### src/hw/rtl/ppmd_pkg.sv
`default_nettype none

package ppmd_pkg;

   // Field widths
   localparam int DEG_W      = 22;
   localparam int PULSE_W    = 32;
   localparam int DUTY_W     = 7;
   localparam int DIR_W      = 2;
   localparam int GAIN_W     = 31;
   localparam int CSR_IDX_W  = 3;
   localparam int CSR_DATA_W = 31;

   // Datapath widths
   localparam int ABS_DEG_W  = DEG_W;        // |degree| fits unsigned
   localparam int SCALED_W   = 25;           // |degree| * 11
   localparam int QPROD_W    = 57;           // scaled * reciprocal of ten
   localparam int TGT_W      = 23;           // signed target pulses
   localparam int ERR_W      = 34;
   localparam int DIFF_W     = 35;
   localparam int SUM_W      = 48;
   localparam int CHUNK_W    = 24;           // operand slice per multiply
   localparam int OPND_W     = CHUNK_W + 1;
   localparam int MGAIN_W    = GAIN_W + 1;
   localparam int PROD_W     = OPND_W + MGAIN_W;
   localparam int ACC_W      = 82;
   localparam int FRAC_W     = 16;
   localparam int MAG_W      = ACC_W - FRAC_W;

   // 396/360 reduces to 11/10; x/10 is (x * ceil(2^35/10)) >> 35 for 32-bit x
   localparam logic [SCALED_W-1:0] DEG_MUL     = 25'd11;
   localparam logic [31:0]         RECIP_TEN   = 32'hCCCC_CCCD;
   localparam int                  RECIP_SHIFT = 35;

   localparam logic [DUTY_W-1:0] DUTY_FULL = 7'd100;

   localparam logic [DIR_W-1:0] DIR_NONE = 2'd0;
   localparam logic [DIR_W-1:0] DIR_FWD  = 2'd1;
   localparam logic [DIR_W-1:0] DIR_REV  = 2'd2;

   localparam int MOTOR_COUNT_DEF = 2;

   // Register reset values
   localparam logic [GAIN_W-1:0] PROP_GAIN_RST  = 31'd676704;
   localparam logic [GAIN_W-1:0] INTEG_GAIN_RST = 31'd138;
   localparam logic [GAIN_W-1:0] DERIV_GAIN_RST = 31'd34879950;
   localparam logic [DUTY_W-1:0] MIN_DUTY_RST   = 7'd15;
   localparam logic [DUTY_W-1:0] MAX_DUTY_RST   = 7'd99;

   typedef enum logic [CSR_IDX_W-1:0] {
      REG_PROP_GAIN  = 3'd0,
      REG_INTEG_GAIN = 3'd1,
      REG_DERIV_GAIN = 3'd2,
      REG_MIN_DUTY   = 3'd3,
      REG_MAX_DUTY   = 3'd4
   } ppmd_reg_type;

   typedef enum logic [2:0] {
      ST_IDLE,
      ST_SCALE,
      ST_ERROR,
      ST_MUL,
      ST_MAG,
      ST_DUTY
   } ppmd_state_type;

   // Multiplier operand slices, in issue order
   typedef enum logic [2:0] {
      OP_ERR_LO  = 3'd0,
      OP_ERR_HI  = 3'd1,
      OP_SUM_LO  = 3'd2,
      OP_SUM_HI  = 3'd3,
      OP_DIFF_LO = 3'd4,
      OP_DIFF_HI = 3'd5
   } ppmd_opsel_type;

   localparam logic [2:0] MUL_LAST = 3'd6;   // drain beat: accumulate only

   typedef struct packed {
      logic [GAIN_W-1:0] prop_gain;
      logic [GAIN_W-1:0] integ_gain;
      logic [GAIN_W-1:0] deriv_gain;
      logic [DUTY_W-1:0] min_duty;
      logic [DUTY_W-1:0] max_duty;
   } ppmd_cfg_type;

   typedef struct packed {
      logic           load;
      logic           scale;
      logic           error;
      logic           mul_en;
      logic           acc_en;
      ppmd_opsel_type sel;
      logic           mag;
      logic           finish;
   } ppmd_cmd_type;

   typedef struct packed {
      logic out_busy;
   } ppmd_stat_type;

endpackage

`default_nettype wire

### src/hw/rtl/ppmd_ctrl.sv
`default_nettype none

module ppmd_ctrl
   import ppmd_pkg::*;
(
   input  wire logic    clock,
   input  wire logic    reset,
   input  wire logic    req_valid,
   output logic         req_ready,
   input  ppmd_stat_type stat,
   output ppmd_cmd_type cmd
);

   ppmd_state_type state_ff;
   ppmd_state_type state_in;
   logic [2:0]     cnt_ff;
   logic [2:0]     cnt_in;

   always_comb begin
      state_in = state_ff;
      unique case (state_ff)
         ST_IDLE:  if (req_valid) state_in = ST_SCALE;
         ST_SCALE: state_in = ST_ERROR;
         ST_ERROR: state_in = ST_MUL;
         ST_MUL:   if (cnt_ff == MUL_LAST) state_in = ST_MAG;
         ST_MAG:   state_in = ST_DUTY;
         ST_DUTY:  if (!stat.out_busy) state_in = ST_IDLE;
         default:  state_in = ST_IDLE;
      endcase
   end

   always_comb begin
      cmd       = '0;
      cmd.sel   = ppmd_opsel_type'(cnt_ff);
      req_ready = 1'b0;
      cnt_in    = cnt_ff;
      unique case (state_ff)
         ST_IDLE: begin
            req_ready = 1'b1;
            cmd.load  = req_valid;
         end
         ST_SCALE: cmd.scale = 1'b1;
         ST_ERROR: begin
            cmd.error = 1'b1;
            cnt_in    = '0;
         end
         ST_MUL: begin
            // one slice per beat, accumulate the previous product
            cmd.mul_en = (cnt_ff != MUL_LAST);
            cmd.acc_en = (cnt_ff != '0);
            cnt_in     = cnt_ff + 3'd1;
         end
         ST_MAG:  cmd.mag = 1'b1;
         ST_DUTY: cmd.finish = !stat.out_busy;
         default: cmd = '0;
      endcase
   end

   always_ff @(posedge clock) begin
      if (reset) begin
         state_ff <= ST_IDLE;
         cnt_ff   <= '0;
      end else begin
         state_ff <= state_in;
         cnt_ff   <= cnt_in;
      end
   end

endmodule

`default_nettype wire

### config.mk
export PLATFORM = sky130hd
export DESIGN_NAME = ppmd_ctrl
export DESIGN_NICKNAME = d
export VERILOG_FILES = /design/src/hw/rtl/ppmd_pkg.sv /design/src/hw/rtl/ppmd_ctrl.sv
export SDC_FILE = /design/constraint.sdc
export NUM_CORES = 1
export LEC_CHECK = 0
export ABC_AREA = 1
export BUFFER_PORTS_ARGS = -buffer_cell sky130_fd_sc_hd__buf_2
export CAP_MARGIN = 20
export CELL_PAD_IN_SITES_DETAIL_PLACEMENT = 2
export CELL_PAD_IN_SITES_GLOBAL_PLACEMENT = 2
export CORE_MARGIN = 2
export CORE_UTILIZATION = 22
export DETAILED_ROUTE_END_ITERATION = 6
export GPL_TIMING_DRIVEN = 0
export MAX_ROUTING_LAYER = met4
export PLACE_DENSITY = 0.65
export SLEW_MARGIN = 20
export SYNTH_ARGS = -nofsm -noshare
export SYNTH_HDL_FRONTEND = slang
export SYNTH_SLANG_ARGS = --single-unit
### constraint.sdc
create_clock -name clock -period 1.18 [get_ports clock]
set_clock_uncertainty 0.2 [all_clocks]
set_input_delay 0.236 -clock clock [delete_from_list [all_inputs] [get_ports clock]]
set_output_delay 0.236 -clock clock [all_outputs]
set_load 0.02 [all_outputs]
# [After elaboration in Yosys (flattened, before gate mapping)]
# Index checks and enable logic that the tools add are counted.
[totals] output_inout_bits=11 inputBits=4 reg_bits=6
[op_classes] mux=13 n_eq_ne=10 addsub=1 reduce_logical=6
[op_table] op="3-bit one-hot mux with 6 select lines" count=1
[op_table] op="3-bit two-way mux" count=4
[op_table] op="3-bit equality test, second input constant" count=3
[op_table] op="3-bit by 2-bit equality test with 1-bit output, second input constant" count=2
[op_table] op="1-bit two-way mux" count=6
[op_table] op="2-bit != test, second input constant" count=3
[op_table] op="3-bit one-hot mux with 2 select lines" count=1
[op_table] op="6-bit OR reduction" count=1
[op_table] op="3-bit by 1-bit adder with 3-bit output, second input constant" count=1
[op_table] op="3-bit by 1-bit equality test with 1-bit output, second input constant" count=1
[op_table] op="3-bit logical NOT" count=1
[op_table] op="3-bit != test, second input constant" count=1
[op_table] op="3-bit AND reduction" count=1
[op_table] op="3-bit nonzero test" count=1
[op_table] op="2-bit two-way mux" count=1
[op_table] op="2-bit nonzero test" count=1
[op_table] op="1-bit logical NOT" count=1

# [Depth between registers and ports, before layout]
# Gate-level depths: netlist (run 1).
[depth] ltp_word=3 mapped_depth=7 ltp_nobuf=7

# [Worst setup path after synthesis (run 1)]
# OpenSTA, ideal clock, no wires.
[synth_path] kind="flip-flop to output port" from="register state_ff[2]" to="output cmd[0] in the netlist's numbering" stages_incl_launch_ff=4 t_required_ps=744 arrival_ps=1254 path_buffers=1 slack_ps=-510 path_cell_list="dfxtp_1 > buf_6 > inv_4 > nor4_1"
[synth_lines] element="from (decl)" line="ppmd_ctrl.sv:14" source="ppmd_state_type state_ff;"
[synth_lines] element="from (signal assigned)" line="ppmd_ctrl.sv:64" source="state_ff <= state_in;"
[synth_lines] element="to (decl)" line="ppmd_ctrl.sv:11" source="output ppmd_cmd_type cmd"

==> results.txt, run 1 <==
----------------------------------------------------
[Cells and area]
  NumNets Final ... 101
  Area taken by flip-flops and latches ... 129 um2
  Area added between synthesis and finish ... 93.7%
  Final standard cell count with taps included and fillers excluded ... roughly 120
  Fill cell total of the finished layout ... around 230
  ANT cells ... 0
  Area occupied by multi-input gates ... 372 um2
  Fraction of layout instances using a drive strength above 1 ... roughly four fifths

[Route]
  Length of the first detailed-routing pass in iterations ... 2
  Antenna violation net count after detailed routing ... 0
  Average detailed-routed wire length per instance ... between 15 and 20 um
  Iteration-0 DRC Markers ... 5
  Post-route DRC violation count ... 0
  DRT Wirelength ... 1.89 mm
  Via count normalized by instance count ... between 4 and 5
  Via count ... 530

[Die]
  Rows ... 16
  Chip height ... around 49 um
  Placeable core area ... between 1500 and 2000 um2
  Starting density of the core ... 23.2%
  Die span in x ... between 40 and 50 um
  Number of top-level design ports ... 15
  Die outline area ... ~2400 um2

[Yosys]
  Synth Warn # ... 0
  Register bit count reported by yosys ... 6
  Top FF cell, synth ... sky130_fd_sc_hd__dfxtp_1
  Number of cells produced by synthesis ... 62
  Average cell area after synthesis ... 7.33 um2
  Sequential-to-total area share from yosys stat ... 26.4%
  Nets in the synthesized netlist ... between 60 and 70
  Synth top area share ... between 20% and 30%
  Top cells by instance count after synthesis ... 8 x sky130_fd_sc_hd__inv_1, 7 x sky130_fd_sc_hd__a21oi_1, 7 x sky130_fd_sc_hd__nand2_1, 6 x sky130_fd_sc_hd__dfxtp_1, 5 x sky130_fd_sc_hd__nor2_2
  Main area contributors after synthesis ... sky130_fd_sc_hd__dfxtp_1 26%, sky130_fd_sc_hd__ha_1 8.3%, sky130_fd_sc_hd__a21oi_1 7.7%, sky130_fd_sc_hd__nor2_2 6.9%, sky130_fd_sc_hd__inv_1 6.6%
  Dominant cell type by area after synthesis ... sky130_fd_sc_hd__dfxtp_1
  Number of enable flip-flop cells after synthesis ... 0
  Post-synthesis cell type count ... 21
  Area of the mapped netlist ... 454 um2
  Count leader, synth ... sky130_fd_sc_hd__inv_1
  Share of synthesized registers carrying an async set or reset ... 0%

[STA]
  Min cycle time layout ... about 1700 ps
  Unrepaired setup endpoints after global routing ... yes
  Top achievable clock speed ... about 0.60 GHz
  Final-report setup violation count ... 17
  Ratio of final minimum period to clock period ... 142%
  Final count of hold timing violations ... 0
  Worst Max-Slew Pin Slew ... 237 ps
  Worst Setup Slack, final ... -497 ps
  Number of slew-limit violations in the final report ... 0
  Headroom to the max-slew limit ... a little over four fifths

[Worst setup path]
  Depth of the worst register-to-register path ... 8
  Slowest stage cell on the critical path ... sky130_fd_sc_hd__dfxtp_2
  Capturing element type of the critical path ... output pin
  Critical-path maximum fanout ... 7
  Stage delay of the slowest cell on the critical path ... 330 ps
  Critical Path Start Type ... flop
  Worst path bufs/invs ... 3
  CP delay by family, top ... buffers and inverters
  Required time at the worst-slack endpoint ... 740 ps
  Chain of cells forming the critical path ... buf_8 > nand2_4 > nor2_4 > inv_2 > a21oi_4 > buf_6
  Register-to-register path setup slack ... -220 ps
  Endpoint of the worst-slack reg-to-reg timing path ... state_ff[2]
  Worst endpoint data arrival time ... 1240 ps
  Worst Path Class, Setup ... flop to output pin
  Critical path depth in cells ... 6
  Worst reg2reg path startpoint ... state_ff[1]

[Global routing]
  Number of global-route vias before repair ... ~560
  Routing usage on met3 ... under 10%
  Global-route wire length before repair ... around 3.0 mm
  Largest net degree at the start of global routing ... 8
  Global-route usage over all layers ... between 10% and 20%
  Global-route track usage on met1 ... between 10% and 20%
  Most used routing layer in global routing ... met2
  Remaining global-route overflow ... 0
  Met2 usage in global routing ... 30.9%
  Initial antenna violation count ... 0

[Clock network]
  Clk slew on worst S/H paths ... roughly 60 ps
  CTS root buffer ... sky130_fd_sc_hd__clkbuf_4
  Maximum buffer depth of the clock tree ... 2
  CTS tree ... yes
  Number of sinks handled by clock tree synthesis ... 6
  H-Tree Level Count ... 1
  Clock latency on the worst-skew pair ... 270 ps
  Num CTS Buffers ... 3

[Worst hold path]
  Cells on Worst Hold Path ... 4
  End point of the worst hold path ... cnt_ff[2]
  Min-delay worst type ... input pin to flop
  Start point of the worst hold path ... reset

[Status]
  Run status ... finished, violations left
  Violations in the final reports ... negative setup slack

[Placed design]
  Placement-stage worst setup slack ... -258 ps
  RePlAce Congestion ... a little over 0.7
  Half-perimeter wire length after placement ... roughly 1.1 mm
  Port bufs ... 14
  Instance count after placement with tap cells included ... 103

[Pwr]
  Reported leakage power ... roughly 0.39 nW
  Peak ir drop on the vdd network ... just over 0.9 mV
  Power Density ... ~2200 nW/um2

[Run]
  Maximum Capacitance Violations ... 0

----------------------------------------------------
timing repair:
action                                 4_1_cts  5_1_grt
hold buffers                                 1        0
setup buffers                                9        4
setup endpoints to repair                   17       17
gates cloned                                 0        0
endpoints found under the hold margin        2        0
resized for setup                           33       13
pin swaps                                    4        6
logic make-up after synthesis:
group,synth area share (%)
buf+inv,16.3
flops,26.4
simple gates,35.3
xor+xnor,1.93
fa+ha+maj,8.27
compound gates,11.8
sequential cells by signal, indices dropped and copies added, names as in the netlist:
signal    flops
cnt_ff        3
state_ff      3
final cells by class:
| cell class | count | area share, % |
|---|---|---|
| Inverter | 13 | 6.97 |
| Clock buffer | 3 | 2.56 |
| Timing Repair Buffer | 27 | 26.3 |
| Buffer | 2 | 3.41 |
| Sequential cell | 6 | 14.7 |
| Multi-Input combinational cell | 41 | 42.2 |
| Tap cell | 27 | 3.84 |
worst register-to-register path, cell delays in order (launching register included):
cell,delay [ps]
sky130_fd_sc_hd__dfxtp_2,330
sky130_fd_sc_hd__buf_8,130
sky130_fd_sc_hd__nand2_4,60
sky130_fd_sc_hd__nor2_4,140
sky130_fd_sc_hd__inv_2,80
sky130_fd_sc_hd__buf_4,150
sky130_fd_sc_hd__o21ai_2,80
sky130_fd_sc_hd__nor2_4,60
sky130_fd_sc_hd__nor2_2,90
worst max-delay path by stage:
stage,start,endpoint,slack [ps]
4_1_cts,state_ff[1],cmd[5],-480
2_1_floorplan,state_ff[2],cmd[0],-170
3_3_place_gp,state_ff[2],cmd[0],-240
5_1_grt,state_ff[1],cmd[9],-570
3_5_place_dp,state_ff[2],cmd[0],-260
6_report,state_ff[1],cmd[5],-500
routing by layer:
layer | wire length, um | vias up | part of all wire [%]
li1 | - | 255 | -
met1 | 762 | 258 | 40
met2 | 1030 | 13 | 54
met3 | 65 | 4 | 3.4
met4 | 33 | 0 | 1.7
met5 | 0 | - | 0
metrics by stage:
step	setup TNS [ps]	util, %	cell area (um2)	power, mW	hold slack [ps]
final	-5720	44.8	880	1.89	118
after CTS	-5170	40.8	801	1.70	113
after global placement	-1760	30.7	603	1.16	239
after detailed placement	-2010	30.7	603	1.18	250
after floorplan	-1250	-	499	0.967	98.4
after global routing	-6780	44.8	880	2.02	126
cell usage in the layout, fill, tap and decap left out, types with 2 or more instances in the layout:
cell type,instances
sky130_fd_sc_hd__dfxtp_2,4
sky130_fd_sc_hd__inv_4,3
sky130_fd_sc_hd__nor3_2,2
sky130_fd_sc_hd__nand2_4,2
sky130_fd_sc_hd__inv_2,5
sky130_fd_sc_hd__nand2_1,4
sky130_fd_sc_hd__clkbuf_4,3
sky130_fd_sc_hd__nor2_2,4
sky130_fd_sc_hd__ha_2,2
sky130_fd_sc_hd__a21oi_1,2
sky130_fd_sc_hd__a21oi_2,3
sky130_fd_sc_hd__buf_8,2
sky130_fd_sc_hd__nand2_2,3
sky130_fd_sc_hd__o21ai_2,2
sky130_fd_sc_hd__nor2_4,4
sky130_fd_sc_hd__buf_2,3
sky130_fd_sc_hd__nor2_1,3
sky130_fd_sc_hd__a21oi_4,3
sky130_fd_sc_hd__inv_1,4
sky130_fd_sc_hd__buf_6,9
sky130_fd_sc_hd__buf_4,14
power by group:
group / total [mW] / switching, mW / internal (mW)
Combinational: 1.35 / 0.772 / 0.580
Sequential: 0.324 / 0.0597 / 0.264
Clock: 0.215 / 0.0986 / 0.117
(Power assumes the default switching activity.)
==> run 2, diff against run 1 <==
--- a/config.mk
+++ b/config.mk
@@ -16,6 +16,7 @@
 export GPL_TIMING_DRIVEN = 0
 export MAX_ROUTING_LAYER = met4
 export PLACE_DENSITY = 0.65
+export REMOVE_ABC_BUFFERS = 1
 export SLEW_MARGIN = 20
 export SYNTH_ARGS = -nofsm -noshare
 export SYNTH_HDL_FRONTEND = slang
==> run 2 against run 1 <==
  * The run still ends with negative setup slack left
  * Critical endpoint unchanged
  * Critical path type unchanged
  * Final cell count shrank 1.7%
  * Highest routed layer is now met3
  * First-iteration DRC count unchanged
  * Global-route usage shrank 3.9 points
==> results.txt, run 2 (synthesis results as in run 1) <==
----------------------------------------------------
[Clock network]
  Maximum buffer depth of the clock tree ... 2 (unchanged)
  H-Tree Level Count ... 1 (unchanged)
  Clk slew on worst S/H paths ... 50 ps (about the same)
  CTS root buffer ... sky130_fd_sc_hd__clkbuf_4
  Num CTS Buffers ... 3 (unchanged)
  CTS tree ... yes
  Number of sinks handled by clock tree synthesis ... 6 (unchanged)
  Clock latency on the worst-skew pair ... 250 ps (-20 ps)

[Placed design]
  Port bufs ... 14 (unchanged)
  Half-perimeter wire length after placement ... 968 um (-12%)
  RePlAce Congestion ... 0.666 (-5.6%)
  Instance count after placement with tap cells included ... 101 (-1.9%)

[STA]
  Number of slew-limit violations in the final report ... 0 (unchanged)
  Top achievable clock speed ... 0.635 GHz (+6.5%)
  Headroom to the max-slew limit ... 80.9% (-3.3 points)
  Final-report setup violation count ... 17 (unchanged)
  Unrepaired setup endpoints after global routing ... yes
  Worst Setup Slack, final ... -394 ps (+103 ps)
  Final hold slack ... 114 ps (-4.29 ps)
  Worst Max-Slew Pin Slew ... 285 ps (+48.2 ps)
  Final count of hold timing violations ... 0 (unchanged)
  Ratio of final minimum period to clock period ... 133% (-8.7 points)
  Min cycle time layout ... 1570 ps (-103 ps)

[Die]
  Die outline area ... 2440 um2 (unchanged)
  Chip height ... 49.4 um (unchanged)
  Rows ... 16 (unchanged)
  Starting density of the core ... 23.2% (unchanged)
  Die span in x ... 49.4 um (unchanged)
  Number of top-level design ports ... 15 (unchanged)
  Placeable core area ... 1960 um2 (unchanged)

[Cells and area]
  Area added between synthesis and finish ... 75.8%
  Most frequent cells in the layout ... 16 x sky130_fd_sc_hd__buf_4, 7 x sky130_fd_sc_hd__buf_6, 6 x sky130_fd_sc_hd__inv_2, 6 x sky130_fd_sc_hd__nor2_4
  NumNets Final ... 99 (-2.0%)
  Biggest regs ... cnt_ff x3, state_ff x3
  ANT cells ... 0 (unchanged)
  Fraction of layout instances using a drive strength above 1 ... 72.2% (-7.1 points)
  Final standard cell count with taps included and fillers excluded ... 117 (-1.7%)
  Final Util ... 40.7% (-4.1 points)
  Leading cell type in the layout, fill and taps excluded ... sky130_fd_sc_hd__buf_4

[Worst setup path]
  Worst endpoint data arrival time ... 1140 ps (-100 ps)
  Capturing element type of the critical path ... output pin
  Required time at the worst-slack endpoint ... 740 ps (about the same)
  Critical-path maximum fanout ... 7 (unchanged)
  Depth of the worst register-to-register path ... 7 (-1)
  Critical Path Start Type ... flop
  Worst Path Class, Setup ... flop to output pin

[Route]
  Antenna violation net count after detailed routing ... 0 (unchanged)
  Via count normalized by instance count ... 4.42 (-0.79%)
  DRT Wirelength ... 1.65 mm (-13%)
  Post-route DRC violation count ... 0 (unchanged)
  Iteration-0 DRC Markers ... 5 (unchanged)
  Average detailed-routed wire length per instance ... 14.1 um (-12%)
  Length of the first detailed-routing pass in iterations ... 4 (+2)
  Via count ... 517 (-2.5%)

[Pwr]
  Power dissipated by switching net loads ... 0.831 mW (-11%)
  Total Power Consumption ... 1.74 mW (-7.8%)
  Reported leakage power ... 0.365 nW (-5.8%)
  Combinational group share of total power ... 65.3% (-6.2 points)
  Peak ir drop on the vdd network ... 0.912 mV (-0.96%)
  Relative contribution of the clock network to total power ... 11.0% (-0.4 points)
  Switching power share of the total ... 47.7% (-1.5 points)
  Proportion of power drawn by flip-flops and latches ... 23.7% (+6.6 points)
  Power Density ... 2180 nW/um2 (+1.6%)
  Cell internal power dissipation ... 0.913 mW (-5.1%)

[Global routing]
  Number of global-route vias before repair ... 554 (-1.6%)
  Largest net degree at the start of global routing ... 8 (unchanged)
  Initial antenna violation count ... 0 (unchanged)
  Remaining global-route overflow ... 0 (unchanged)
  Global-route usage over all layers ... 14.6% (-3.9 points)
  Global-route wire length before repair ... 2.64 mm (-11%)

[Run]
  Maximum Capacitance Violations ... 0 (unchanged)

[Worst hold path]
  Cells on Worst Hold Path ... 4 (unchanged)
  Min-delay worst type ... input pin to flop

[Status]
  Run status ... finished, violations left
  Violations in the final reports ... negative setup slack

----------------------------------------------------
-- run 2: changes by cell type in the layout (fill, tap and decap cells not counted), sizes merged --
| cell | change |
|---|---|
| buf | -2 |
-- run 2: repair_timing --
action,in CTS,in global routing
gates resized for setup,34,13
endpoints found under the setup margin,17,17
hold buffers,1,0
hold endpoints to repair,2,0
pin swaps,4,2
buffers inserted,9,4
-- run 2: worst max-delay path, stage by stage (launching register included) --
cell,delay [ps]
sky130_fd_sc_hd__dfxtp_4,420
sky130_fd_sc_hd__nand2_4,60
sky130_fd_sc_hd__nor2_4,110
sky130_fd_sc_hd__inv_2,60
sky130_fd_sc_hd__a21oi_2,110
sky130_fd_sc_hd__buf_6,130
-- run 2: area by class of cell --
type,instances,area [um2]
tap,27,33.8
fill,237,1160
timing repair buffer,27,224
multi-input combinational,41,328
sequential,6,136
clock buffer,3,22.5
inverter,13,53.8
-- run 2: power by group through the flow --
stage	clock network (mW)	registers (mW)	logic, mW
final	0.191	0.414	1.14
after global routing	0.213	0.422	1.23
after CTS	0.200	0.405	0.971
after detailed placement	0	0.391	0.632
after global placement	0	0.386	0.614
after floorplan	0	0.356	0.471
-- run 2: path summary, 6_finish.rpt --
path,start,to,slack (ps)
worst max-delay path,state_ff[1],cmd[5],-390
worst min-delay path,reset,cnt_ff[2],110
worst max register to register,state_ff[1],state_ff[2],-210
worst min register to register,cnt_ff[1],cnt_ff[1],310
-- run 2: layer usage --
metal	global-route usage, %	up-vias	part of all wire (%)
li1	-	250	-
met1	16.9	253	44
met2	25.2	14	53
met3	2.45	0	3.0
met4	5.56	0	0
met5	-	-	0
-- run 2: metrics by stage --
step / area, um2 / setup WS (ps) / setup TNS, ps
floorplan: 432 / -608 / -2780
global placement: 536 / -437 / -4290
detailed placement: 536 / -431 / -4650
CTS: 721 / -404 / -4320
global route: 798 / -492 / -5340
finish: 798 / -394 / -4420
==> run 3, diff against run 2 <==
--- a/config.mk
+++ b/config.mk
@@ -5,7 +5,6 @@
 export SDC_FILE = /design/constraint.sdc
 export NUM_CORES = 1
 export LEC_CHECK = 0
-export ABC_AREA = 1
 export BUFFER_PORTS_ARGS = -buffer_cell sky130_fd_sc_hd__buf_2
 export CAP_MARGIN = 20
 export CELL_PAD_IN_SITES_DETAIL_PLACEMENT = 2
==> run 3 against run 2 <==
  * The flow still finishes with violations (negative setup slack)
  * Hold slack worse by 53 ps
  * Sequential power is 32% lower
  * First-iteration DRC count down 60%
  * Area after synthesis decreased by 9.6%
  * Utilization is 7.4 points higher
  * Via count up 2.1%
  * Flip-flop and latch count did not move
==> results.txt, run 3 <==
----------------------------------------------------
[Status]
  Violations in the final reports ... negative setup slack
  Run status ... finished, violations left

[Route]
  Average detailed-routed wire length per instance ... 19.6 um (+40%)
  Via count normalized by instance count ... 4.76 (+7.6%)
  Length of the first detailed-routing pass in iterations ... 4 (unchanged)
  Iteration-0 DRC Markers ... 2 (-3)
  Post-route DRC violation count ... 0 (unchanged)
  Via count ... 528 (+2.1%)
  DRT Wirelength ... 2.18 mm (+32%)
  Antenna violation net count after detailed routing ... 0 (unchanged)

[Worst setup path]
  CP delay by family, top ... flip-flops
  Depth of the worst register-to-register path ... 4 (-3)
  Critical path depth in cells ... 3 (-2)
  Worst reg2reg path startpoint ... state_ff[2]
  Required time at the worst-slack endpoint ... 740 ps (about the same)
  Endpoint of the worst-slack reg-to-reg timing path ... state_ff[2]
  Stage delay of the slowest cell on the critical path ... 360 ps (-60 ps)
  Critical-path maximum fanout ... 6 (-1)
  Capturing element type of the critical path ... output pin
  Worst Path Class, Setup ... flop to output pin
  Chain of cells forming the critical path ... nand3b_1 > a21oi_2 > buf_4
  Worst endpoint data arrival time ... 1270 ps (+130 ps)
  Critical Path Start Type ... flop
  Register-to-register path setup slack ... -390 ps (-180 ps)
  Worst path bufs/invs ... 1 (-1)
  Slowest stage cell on the critical path ... sky130_fd_sc_hd__dfxtp_4

[Pwr]
  Total Power Consumption ... 1.10 mW (-37%)
  Power Density ... 1310 nW/um2 (-40%)
  Reported leakage power ... 0.358 nW (-2.1%)
  Peak ir drop on the vdd network ... 0.885 mV (-2.9%)

[Yosys]
  Sequential-to-total area share from yosys stat ... 29.3% (+2.8 points)
  Synth top area share ... 29.3% (+2.8 points)
  Share of synthesized registers carrying an async set or reset ... 0% (unchanged)
  Number of enable flip-flop cells after synthesis ... 0 (unchanged)
  Post-synthesis cell type count ... 25 (+19%)
  Average cell area after synthesis ... 8.05 um2 (+9.8%)
  Dominant cell type by area after synthesis ... sky130_fd_sc_hd__dfxtp_1
  Top cells by instance count after synthesis ... 7 x sky130_fd_sc_hd__a21oi_1, 6 x sky130_fd_sc_hd__dfxtp_1, 4 x sky130_fd_sc_hd__nand2_1, 4 x sky130_fd_sc_hd__nor2_1
  Register bit count reported by yosys ... 6 (unchanged)
  Top FF cell, synth ... sky130_fd_sc_hd__dfxtp_1
  Area of the mapped netlist ... 410 um2 (-9.6%)
  Count leader, synth ... sky130_fd_sc_hd__a21oi_1
  Number of cells produced by synthesis ... 51 (-18%)
  Synth Warn # ... 0 (unchanged)
  Main area contributors after synthesis ... sky130_fd_sc_hd__dfxtp_1 29%, sky130_fd_sc_hd__ha_1 9.1%, sky130_fd_sc_hd__a21oi_1 8.5%, sky130_fd_sc_hd__buf_2 3.7%, sky130_fd_sc_hd__a2111oi_2 3.7%

[Worst hold path]
  Start point of the worst hold path ... reset
  Cells on Worst Hold Path ... 2 (-2)
  Min-delay worst type ... input pin to flop
  End point of the worst hold path ... cnt_ff[0]

[Cells and area]
  Area taken by flip-flops and latches ... 135 um2 (-0.92%)
  Area occupied by multi-input gates ... 345 um2 (+5.3%)
  ANT cells ... 0 (unchanged)
  Fill cell total of the finished layout ... 193 (-19%)
  Biggest regs ... cnt_ff x3, state_ff x3
  Leading cell type in the layout, fill and taps excluded ... sky130_fd_sc_hd__buf_4
  Most frequent cells in the layout ... 20 x sky130_fd_sc_hd__buf_4, 11 x sky130_fd_sc_hd__buf_6, 5 x sky130_fd_sc_hd__a21oi_2
  NumNets Final ... 95 (-4.0%)
  Final Util ... 48.1% (+7.4 points)
  Fraction of layout instances using a drive strength above 1 ... 75.6% (+3.4 points)
  Area added between synthesis and finish ... 105%

[STA]
  Final count of hold timing violations ... 0 (unchanged)
  Number of slew-limit violations in the final report ... 0 (unchanged)
  Headroom to the max-slew limit ... 82.0% (+1.1 points)
  Worst Max-Slew Pin Slew ... 271 ps (-14.3 ps)
  Final-report setup violation count ... 17 (unchanged)
  Worst Setup Slack, final ... -522 ps (-128 ps)
  Ratio of final minimum period to clock period ... 144% (+11 points)
  Unrepaired setup endpoints after global routing ... yes
  Min cycle time layout ... 1700 ps (+128 ps)
  Top achievable clock speed ... 0.587 GHz (-7.5%)

[Clock network]
  CTS root buffer ... sky130_fd_sc_hd__clkbuf_4
  Number of sinks handled by clock tree synthesis ... 6 (unchanged)
  H-Tree Level Count ... 1 (unchanged)
  CTS tree ... yes
  Num CTS Buffers ... 3 (unchanged)
  Maximum buffer depth of the clock tree ... 2 (unchanged)
  Clk slew on worst S/H paths ... 60 ps (about the same)
  Clock latency on the worst-skew pair ... 250 ps (about the same)

[Die]
  Placeable core area ... 1750 um2 (-11%)
  Rows ... 15 (-1)
  Starting density of the core ... 23.5% (+0.36 points)
  Die outline area ... 2230 um2 (-8.9%)
  Number of top-level design ports ... 15 (unchanged)
  Die span in x ... 47.2 um (-4.5%)
  Chip height ... 47.2 um (-4.5%)

[Global routing]
  Number of global-route vias before repair ... 571 (+3.1%)
  Global-route wire length before repair ... 2.83 mm (+7.4%)
  Largest net degree at the start of global routing ... 9 (+1)
  Global-route usage over all layers ... 19.7% (+5.1 points)
  Remaining global-route overflow ... 0 (unchanged)
  Initial antenna violation count ... 0 (unchanged)

[Placed design]
  RePlAce Congestion ... 0.617 (-7.4%)
  Port bufs ... 14 (unchanged)
  Half-perimeter wire length after placement ... 874 um (-9.8%)

[Run]
  Maximum Capacitance Violations ... 0 (unchanged)

----------------------------------------------------
-- run 3: final cells by class --
class / instances / share of cell area (%)
Timing Repair Buffer: 35 / 35.0
Inverter: 3 / 1.34
Clock buffer: 3 / 2.68
Sequential cell: 6 / 16.1
Tap cell: 25 / 3.73
Multi-Input combinational cell: 39 / 41.1
-- run 3: worst max-delay path by stage --
stage                 from  slack (ps)      to
2_1_floorplan  state_ff[1]        -550  cmd[9]
3_3_place_gp   state_ff[1]        -530  cmd[6]
3_5_place_dp   state_ff[1]        -560  cmd[6]
4_1_cts        state_ff[2]        -410  cmd[6]
5_1_grt        state_ff[2]        -570  cmd[5]
6_report       state_ff[2]        -520  cmd[6]
-- run 3: kinds of logic after synthesis --
logic type,Yosys count,synth area share (%)
flip-flops,6,29.3
buffers and inverters,6,6.40
AND/OR/NAND/NOR,21,30.2
adder cells (fa/ha/maj),3,9.15
AO/OA/AOI/OAI,15,25.0
-- run 3: repair_timing --
item                       CTS  global route
setup buffers               16             6
setup endpoints to repair   17            17
resized for setup           36            17
hold buffers                 0             0
pin swaps                    9             7
-- run 3: routing by layer --
metal | vias up | global-route usage, % | part of all wire (%)
met2 | 18 | 34.0 | 52
met5 | - | - | 0
li1 | 254 | - | -
met4 | 0 | 10.6 | 1.7
met3 | 4 | 2.31 | 3.4
met1 | 252 | 21.9 | 43
-- run 3: worst reg2reg max path, cell delays in order (launching register included) --
cell	delay, ps
sky130_fd_sc_hd__dfxtp_4	360
sky130_fd_sc_hd__nand3b_1	260
sky130_fd_sc_hd__buf_4	200
sky130_fd_sc_hd__buf_4	140
sky130_fd_sc_hd__a2111oi_4	300
-- run 3: power breakdown --
group	total [mW]	switching, mW	internal [mW]	leakage [nW]
logic	0.604	0.287	0.317	0.292
clock network	0.217	0.0999	0.117	0.0138
registers	0.280	0.0464	0.233	0.0525
-- run 3: metrics by stage --
step | std cells | setup WS (ps) | TNS [ps] | instance area, um2 | hold slack, ps
6_report | 111 | -522 | -5420 | 840 | 61.0
5_1_grt | 111 | -573 | -6150 | 840 | 52.5
4_1_cts | 106 | -409 | -4250 | 738 | 37.9
3_5_place_dp | 87 | -555 | -4710 | 497 | 275
3_3_place_gp | 87 | -527 | -4450 | 497 | 262
2_1_floorplan | 48 | -548 | -3020 | 395 | 105
